==> src/hdl/tvg_pkg.sv <==
// Shared widths, register indexes and shading constants for the terrain vertex generator.
`default_nettype none

package tvg_pkg;

  localparam int COORD_W = 24;
  localparam int POS_W   = 25;
  localparam int NORM_W  = 8;
  localparam int TEX_W   = 5;
  localparam int SHADE_W = 8;
  localparam int OFF_W   = 14;

  localparam int CFG_IDX_W  = 2;
  localparam int CFG_DATA_W = 24;

  typedef enum logic [CFG_IDX_W-1:0] {
    CFG_BASE_X   = 2'd0,
    CFG_BASE_Y   = 2'd1,
    CFG_BASE_Z   = 2'd2,
    CFG_NORMALS  = 2'd3
  } cfg_idx_e;

  // Lambert shade: floor((SHADE_BIAS + 561 * clamp(dot, 0, DOT_MAX)) / 5080).
  // The sum is divided by 8 first, then by 635 through a reciprocal multiply.
  localparam int DOT_W        = 13;
  localparam int DOT_CLAMP_W  = 11;
  localparam int NUMER_W      = 21;
  localparam int NUMER8_W     = 18;
  localparam int RECIP_W      = 19;
  localparam int PROD_W       = NUMER8_W + RECIP_W;
  localparam int SHADE_SHIFT  = 28;

  localparam logic [DOT_CLAMP_W-1:0] DOT_MAX       = 11'd1270;
  localparam logic [NUMER_W-1:0]     SHADE_BIAS    = 21'd582930;
  localparam logic [RECIP_W-1:0]     SHADE_RECIP   = 19'd422734;
  localparam logic [SHADE_W-1:0]     SHADE_DEFAULT = 8'd204;

endpackage

`default_nettype wire

==> src/hdl/tvg_shade.sv <==
// Lambert shade of one vertex normal against the fixed sun direction.
`default_nettype none

module tvg_shade import tvg_pkg::*; (
  input  logic signed [NORM_W-1:0] normal_x_i,
  input  logic signed [NORM_W-1:0] normal_y_i,
  input  logic signed [NORM_W-1:0] normal_z_i,
  input  logic                     normals_present_i,
  output logic [SHADE_W-1:0]       shade_o
);

  logic signed [DOT_W-1:0] nx_w;
  logic signed [DOT_W-1:0] ny_w;
  logic signed [DOT_W-1:0] nz_w;
  logic signed [DOT_W-1:0] dot;
  logic [DOT_CLAMP_W-1:0]  dot_clamped;
  logic [NUMER_W-1:0]      dot_ext;
  logic [NUMER_W-1:0]      numer;
  logic [PROD_W-1:0]       prod;

  assign nx_w = DOT_W'(normal_x_i);
  assign ny_w = DOT_W'(normal_y_i);
  assign nz_w = DOT_W'(normal_z_i);

  assign dot = (nz_w <<< 3) + nz_w - ((nx_w <<< 1) + nx_w) - ((ny_w <<< 1) + ny_w);

  always_comb begin
    priority if (dot < 0) begin
      dot_clamped = '0;
    end else if (dot > $signed({2'b00, DOT_MAX})) begin
      dot_clamped = DOT_MAX;
    end else begin
      dot_clamped = dot[DOT_CLAMP_W-1:0];
    end
  end

  // The weight 561 is 512 + 32 + 16 + 1.
  assign dot_ext = NUMER_W'(dot_clamped);
  assign numer   = SHADE_BIAS + (dot_ext << 9) + (dot_ext << 5) + (dot_ext << 4) + dot_ext;
  assign prod    = PROD_W'(numer[NUMER_W-1:3]) * PROD_W'(SHADE_RECIP);

  assign shade_o = normals_present_i ? prod[SHADE_SHIFT+SHADE_W-1:SHADE_SHIFT]
                                     : SHADE_DEFAULT;

endmodule

`default_nettype wire

==> config.mk <==
export PLATFORM = sky130hd
export DESIGN_NAME = tvg_shade
export DESIGN_NICKNAME = d
export VERILOG_FILES = /design/src/hdl/tvg_pkg.sv /design/src/hdl/tvg_shade.sv
export SDC_FILE = /design/constraint.sdc
export NUM_CORES = 1
export LEC_CHECK = 0
export BUFFER_PORTS_ARGS = -buffer_cell sky130_fd_sc_hd__clkbuf_2
export CORE_ASPECT_RATIO = 0.6
export CORE_MARGIN = 2
export CORE_UTILIZATION = 26
export DETAILED_ROUTE_END_ITERATION = 10
export GPL_TIMING_DRIVEN = 0
export PLACE_DENSITY = 0.45
export SLEW_MARGIN = 20
export SYNTH_ARGS = -nofsm -noshare
export SYNTH_HDL_FRONTEND = slang
export SYNTH_SLANG_ARGS = --single-unit
==> constraint.sdc <==
create_clock -name vclk -period 22
set_input_delay 2.2 -clock vclk [all_inputs]
set_output_delay 2.2 -clock vclk [all_outputs]
set_load 0.05 [all_outputs]
==> flow_metrics.env, run 1 <==
export IMPL_fin_setup_tns_ns=0
export IMPL_ys_seq_area_share_pct=0
export IMPL_hp_class="input pin to output port"
export IMPL_cp_data_arrival_time_ns=15.42
export IMPL_final_cell_mix="inv_1 (324), ha_1 (199), fa_1 (170)"
export IMPL_num_vias=6504
export IMPL_drc=0
export IMPL_dpl_instance_area_um2=9931
export IMPL_nFlopsAndLatches=0
export IMPL_layout_min_cycle_time_ns=17.62
export IMPL_place_hpwl_um=19870
export IMPL_cts_setup_buffers=0
export IMPL_required_ns=19.80
export IMPL_synthToLayoutAreaGrowth_pct=8.311
export IMPL_ys_warn_count=0
export IMPL_syn_inst=1015
export IMPL_portBuffers=33
export IMPL_fill_cells=3798
export IMPL_dr_pass1_iters=5
export IMPL_timing_slew_headroom_pct=44.78
export IMPL_wl_um=20980
export IMPL_dieArea_um2=36830
export IMPL_synth_net_count=1409
export IMPL_grt_first_pass_wirelength_um=34300
export IMPL_synth_cell_types=58
export IMPL_dp_cells=1515
export IMPL_status="finished, final reports clean"
export IMPL_netlist_area_um2=9169
export IMPL_grt_pass1_vias=6238
export IMPL_yosys_top_cells_area="fa_1 (37%), ha_1 (27%), inv_1 (13%)"
export IMPL_globalplace_congestion=0.8560
export IMPL_core_area_um2=34880
export IMPL_final_hold_viol_count=0
export IMPL_synth_area_per_cell_um2=9.033
export IMPL_slowest_delay_ns=0.59
export IMPL_register_area_um2=0
export IMPL_fmax_mhz=56.77
export IMPL_finalSetupViolCount=0
export IMPL_antenna_found_initial=0
export IMPL_first_iter_violations=388
export IMPL_crit_type="input pin to output port"
export IMPL_drtAntennaViolNets=0
export IMPL_post_route_period_util_pct=80.07
export IMPL_synth_top_area_cell="fa_1"
export IMPL_die_x_um=246.4
export IMPL_grt_start_max_net_pins=11
export IMPL_grt_use_total_pct=11.75
export IMPL_multiInputGateArea_um2=7934
export IMPL_initial_core_util_pct=26.29
export IMPL_ios=33
export IMPL_worstSetupStartpointType="input pin"
export IMPL_viasPerCell=4.293
export IMPL_worst_path_max_fanout=10
export IMPL_std_cell_rows=53
export IMPL_netlist_area_leader_share_pct=37.12
export IMPL_worstMarginPinSlew_ns=0.8225
export IMPL_whs_endpoint="shade_o[2]"
export IMPL_clkbuf_count=0
export IMPL_cp_end_kind="output port"
export IMPL_layout_commonest_cell="inv_1"
export IMPL_finalInstanceArea_um2=9931
export IMPL_hold_depth=4
export IMPL_drive_gt1_share_pct=5.153
export IMPL_stdcell_count=1515
export IMPL_nets=1444
export IMPL_wire_per_inst_um=13.84
export IMPL_drv_cap=0
export IMPL_diodes=0
export IMPL_cts_hold_buffers_added=0
export IMPL_worstHoldStart="normals_present_i"
export IMPL_cts_resized=0
export IMPL_critical_path_slowest_cell="fa_1"
export IMPL_die_y_um=149.5
export IMPL_drv_slew=0
export IMPL_crit_top_cell="fa_1"
export IMPL_grt_overflow=0
export IMPL_rsz0062_at_grt="no"
[stage by stage]
step           worst slack [ns]  util, %  hold slack [ns]
2_1_floorplan             5.505        -            4.750
3_3_place_gp              4.358    28.43            4.975
3_5_place_dp              4.400    28.47            4.985
4_1_cts                   4.337    28.47            4.985
5_1_grt                   3.451    28.47            5.031
6_report                  4.385    28.47            4.981
[kinds of logic (layout without fill, tap and decap cells)]
logic type      count (synthesis)  count (layout)  synth area share [%]
xor+xnor                       45              45                 4.462
buf+inv                       331             364                 13.61
fa+ha+maj                     369             369                 64.27
mux                             5               5                0.5595
simple gates                  133             133                 7.751
compound gates                132             132                 9.348
[synthesized netlist by cell type (8+ instances only)]
cell type,count
a21o_1,19
nand2b_1,11
xor2_1,14
xnor2_1,29
a21oi_1,47
o21ai_0,21
nor2_1,20
ha_1,199
nand3_1,9
fa_1,170
nand2_1,34
inv_1,324
nor3_1,14
nand4_1,8
[metal layers]
| metal | up-vias | share of wire (%) | track usage (%) |
|---|---|---|---|
| met5 | - | 0 | 0 |
| li1 | 3239 | - | - |
| met4 | 0 | 0 | 0 |
| met2 | 82 | 33 | 13.58 |
| met1 | 3183 | 62 | 22.08 |
| met3 | 0 | 4.7 | 1.417 |
[how the worst max path moves through the flow]
stage,startpoint,to,slack [ns],cells past startpoint
floorplan,normal_x_i[1],shade_o[6],5.51,44
global placement,normal_x_i[1],shade_o[5],4.36,44
detailed placement,normal_x_i[1],shade_o[5],4.40,46
CTS,normal_x_i[1],shade_o[5],4.34,46
global route,normal_x_i[1],shade_o[5],3.45,47
finish,normal_x_i[1],shade_o[4],4.38,47
[final cells by class]
| cell class | instances | share of cell area [%] |
|---|---|---|
| plain buffers | 7 | 0.3150 |
| repair buffers | 33 | 1.663 |
| well taps | 467 | 5.884 |
| multi-input cells | 684 | 79.89 |
| inverters | 324 | 12.25 |
[worst max-delay path: cells and delay by family]
kind	cells	cell delay (ns)
AO/OA/AOI/OAI	9	1.99
XOR/XNOR	2	0.99
adder cells (fa/ha/maj)	16	6.98
buffers and inverters	12	1.59
multiplexers	1	0.19
AND/OR/NAND/NOR	7	1.45
Power of run 1 is not shown: default switching activity piles up to over one toggle a cycle in this logic, so the estimate is an artifact.
==> run 2, diff against run 1 <==
Settings changed: ABC_AREA set to 1.
Clock period 22 ns to 17.77 ns, I/O delays scaled along.
==> flow_metrics.env, run 2 <==
export IMPL_cts_setup_buffers=0
export IMPL_syn_inst=1187
export IMPL_netlist_area_um2=9617
export IMPL_synth_top_area_cell="fa_1"
export IMPL_grt_first_pass_wirelength_um=39570
export IMPL_finalSetupViolCount=0
export IMPL_synth_cell_types=48
export IMPL_ios=33
export IMPL_drv_cap=0
export IMPL_nets=1615
export IMPL_drv_slew=0
export IMPL_synth_net_count=1581
export IMPL_viasPerCell=4.219
export IMPL_register_area_um2=0
export IMPL_slowest_delay_ns=0.59
export IMPL_layout_min_cycle_time_ns=15.60
export IMPL_drc=0
export IMPL_num_vias=7152
export IMPL_cp_data_arrival_time_ns=13.82
export IMPL_dieArea_um2=38590
export IMPL_wire_per_inst_um=13.86
export IMPL_fin_setup_tns_ns=0
export IMPL_std_cell_rows=54
export IMPL_wl_um=23490
export IMPL_rsz0062_at_grt="no"
export IMPL_portBuffers=32
export IMPL_netlist_area_leader_share_pct=35.39
export IMPL_crit_path_start="normal_y_i[7]"
export IMPL_hp_class="input pin to output port"
export IMPL_grt_use_total_pct=12.81
export IMPL_drtAntennaViolNets=0
export IMPL_final_cell_mix="inv_1 (391), ha_1 (199), fa_1 (170)"
export IMPL_crit_buf_inv=12
export IMPL_clkbuf_count=0
export IMPL_timing_slew_headroom_pct=38.91
export IMPL_initial_core_util_pct=26.41
export IMPL_cp_top_family="adder cells"
export IMPL_cts_resized=0
export IMPL_stdcell_count=1695
export IMPL_dr_pass1_iters=5
export IMPL_synth_area_per_cell_um2=8.102
export IMPL_required_ns=15.99
export IMPL_ys_seq_area_share_pct=0
export IMPL_fill_cells=3928
export IMPL_die_x_um=252.3
export IMPL_globalplace_congestion=0.9194
export IMPL_crit_type="input pin to output port"
export IMPL_synth_most_common_cell="inv_1"
export IMPL_critical_path_slowest_cell="xnor2_1"
export IMPL_diodes=0
export IMPL_worstSetupStartpointType="input pin"
export IMPL_synthToLayoutAreaGrowth_pct=7.858
export IMPL_worstMarginPinSlew_ns=0.9098
export IMPL_post_route_period_util_pct=87.78
export IMPL_grt_pass1_vias=7363
export IMPL_worstHoldStart="normals_present_i"
export IMPL_cp_end_kind="output port"
export IMPL_cts_hold_buffers_added=0
export IMPL_antenna_found_initial=0
export IMPL_yosys_top_cells_area="fa_1 (35%), ha_1 (26%), inv_1 (15%)"
export IMPL_status="finished, final reports clean"
export IMPL_worst_path_max_fanout=7
export IMPL_dp_cells=1695
export IMPL_layout_commonest_cell="inv_1"
export IMPL_final_hold_viol_count=0
export IMPL_first_iter_violations=463
export IMPL_drive_gt1_share_pct=5.989
export IMPL_core_area_um2=36420
export IMPL_grt_start_max_net_pins=9
export IMPL_synthTopCellsByCount="inv_1 (391), ha_1 (199), fa_1 (170)"
export IMPL_die_y_um=153.0
export IMPL_ys_warn_count=0
export IMPL_nFlopsAndLatches=0
export IMPL_fmax_mhz=64.11
export IMPL_grt_overflow=0
export IMPL_place_hpwl_um=21990
## run 2: kinds of logic after synthesis
family | Yosys count | synth area share [%]
buffers and inverters | 402 | 15.73
adders and majority gates | 369 | 61.28
and+or+nand+nor | 277 | 12.96
AOI/OAI and AO/OA | 108 | 6.779
xor gates and xnor gates | 31 | 3.253
## run 2: metrics by stage
| stage | util, % | area (um^2) | worst slack [ns] | hold slack (ns) |
|---|---|---|---|---|
| 2_1_floorplan | - | 9617 | 3.451 | 3.957 |
| 4_1_cts | 28.48 | 10370 | 2.138 | 4.140 |
| 6_report | 28.48 | 10370 | 2.172 | 4.112 |
| 3_5_place_dp | 28.48 | 10370 | 2.174 | 4.140 |
| 5_1_grt | 28.48 | 10370 | 1.287 | 4.181 |
| 3_3_place_gp | 28.48 | 10370 | 2.179 | 4.139 |
## run 2: path summary, 6_finish.rpt
check,to,slack [ns],depth (start not counted)
setup / recovery,shade_o[2],2.17,49
hold / removal,shade_o[5],4.11,4
## run 2: layer usage
layer | GRT usage, % | routed length [um] | vias up
li1 | - | - | 3644
met1 | 22.91 | 14130 | 3372
met2 | 15.69 | 7614 | 136
met3 | 2.367 | 1747 | 0
met4 | 0 | 0 | 0
met5 | 0 | 0 | -
## run 2: tightest hold or removal path, cell delays in order
cell	delay, ns
clkbuf_1	0.19
nand2_1	0.11
nor2_1	0.03
clkbuf_2	0.22
## run 2: layout make-up
type / instances / area [um^2] / area share [%]
plain buffers: 2 / 7.507 / 0.07238
inverters: 400 / 1505 / 14.51
multi-input cells: 785 / 8104 / 78.13
well taps: 476 / 595.6 / 5.742
repair buffers: 32 / 160.2 / 1.544
Power of run 2 is left out for the same reason.
==> run 3, diff against run 2 <==
Settings changed: CORE_MARGIN 2 to 1.5, CORE_UTILIZATION 26 to 67, PLACE_DENSITY 0.45 to 0.9.
==> flow_metrics.env, run 3 (synthesis gave the netlist of run 2 again) <==
export IMPL_fill_cells=1071
export IMPL_finalSetupViolCount=0
export IMPL_diodes=0
export IMPL_wl_um=23200
export IMPL_drc=0
export IMPL_timing_slew_headroom_pct=45.48
export IMPL_worst_path_max_fanout=7
export IMPL_drv_slew=0
export IMPL_grt_use_total_pct=33.35
export IMPL_critical_path_slowest_cell="fa_1"
export IMPL_cts_hold_buffers_added=0
export IMPL_grt_first_pass_wirelength_um=38150
export IMPL_fin_setup_tns_ns=0
export IMPL_final_hold_viol_count=0
export IMPL_register_area_um2=0
export IMPL_wire_per_inst_um=16.44
export IMPL_die_x_um=157.7
export IMPL_cp_end_kind="output port"
export IMPL_cts_resized=0
export IMPL_rsz0062_at_grt="no"
export IMPL_layout_min_cycle_time_ns=15.97
export IMPL_clkbuf_count=0
export IMPL_antenna_found_initial=0
export IMPL_synthToLayoutAreaGrowth_pct=4.163
export IMPL_cts_setup_buffers=0
export IMPL_dieArea_um2=15100
export IMPL_grt_busiest_layer="met1"
export IMPL_grt_use_met1_pct=50.85
export IMPL_crit_buf_inv=12
export IMPL_portBuffers=32
export IMPL_nFlopsAndLatches=0
export IMPL_worstSetupStartpointType="input pin"
export IMPL_worstMarginPinSlew_ns=0.8120
export IMPL_place_hpwl_um=21380
export IMPL_dr_pass1_iters=7
export IMPL_status="finished, final reports clean"
export IMPL_globalplace_congestion=1.005
export IMPL_grt_overflow=0
export IMPL_layout_commonest_cell="inv_1"
export IMPL_grt_start_max_net_pins=9
export IMPL_ios=33
export IMPL_gr_usage_met3_pct=8.420
export IMPL_gr_usage_met2_pct=50.44
export IMPL_nets=1615
export IMPL_fmax_mhz=62.63
export IMPL_hold_ws_ns=4.104
export IMPL_hp_class="input pin to output port"
export IMPL_first_iter_violations=656
export IMPL_cp_top_family="adder cells"
export IMPL_num_vias=7661
export IMPL_crit_type="input pin to output port"
export IMPL_grt_pass1_vias=7665
export IMPL_drv_cap=0
export IMPL_post_route_period_util_pct=89.85
export IMPL_utilization_pct=72.42
export IMPL_multiInputGateArea_um2=8104
export IMPL_viasPerCell=5.429
export IMPL_drive_gt1_share_pct=5.989
export IMPL_drtAntennaViolNets=0
export IMPL_cp_data_arrival_time_ns=14.19
export IMPL_final_cell_mix="inv_1 (391), ha_1 (199), fa_1 (170)"
export IMPL_slowest_delay_ns=0.63
export IMPL_std_cell_rows=33
export IMPL_die_y_um=95.80
export IMPL_initial_core_util_pct=69.53
export IMPL_required_ns=15.99
export IMPL_core_area_um2=13830
run 3: cell counts in the layout (fill, tap and decap cells not counted):
Identical to the previous run, type by type.
run 3: layout make-up:
type | count | area share, %
timing repair buffer | 32 | 1.599
multi-input combinational | 785 | 80.90
tap | 192 | 2.398
inverter | 400 | 15.03
buffer | 2 | 0.07494
run 3: per-stage QoR:
step / area, um^2 / worst slack (ns) / instances
floorplan: 9617 / 3.451 / 1187
global placement: 10020 / 2.425 / 1411
detailed placement: 10020 / 2.121 / 1411
CTS: 10020 / 2.086 / 1411
global route: 10020 / 1.192 / 1411
finish: 10020 / 1.803 / 1411
run 3: worst min-delay path: stages:
cell      delay (ns)
clkbuf_1        0.18
nand2_1         0.11
nor2_1          0.03
clkbuf_2        0.22
run 3: routing by layer:
metal	routed length [um]	part of all wire (%)
met3	2866	12
met4	55	0.24
met1	10970	47
met2	9306	40
met5	0	0
run 3: final timing paths:
path / startpoint / end / cells past startpoint
max: normal_y_i[7] / shade_o[5] / 48
min: normals_present_i / shade_o[4] / 4
Power of run 3 is left out for the same reason.
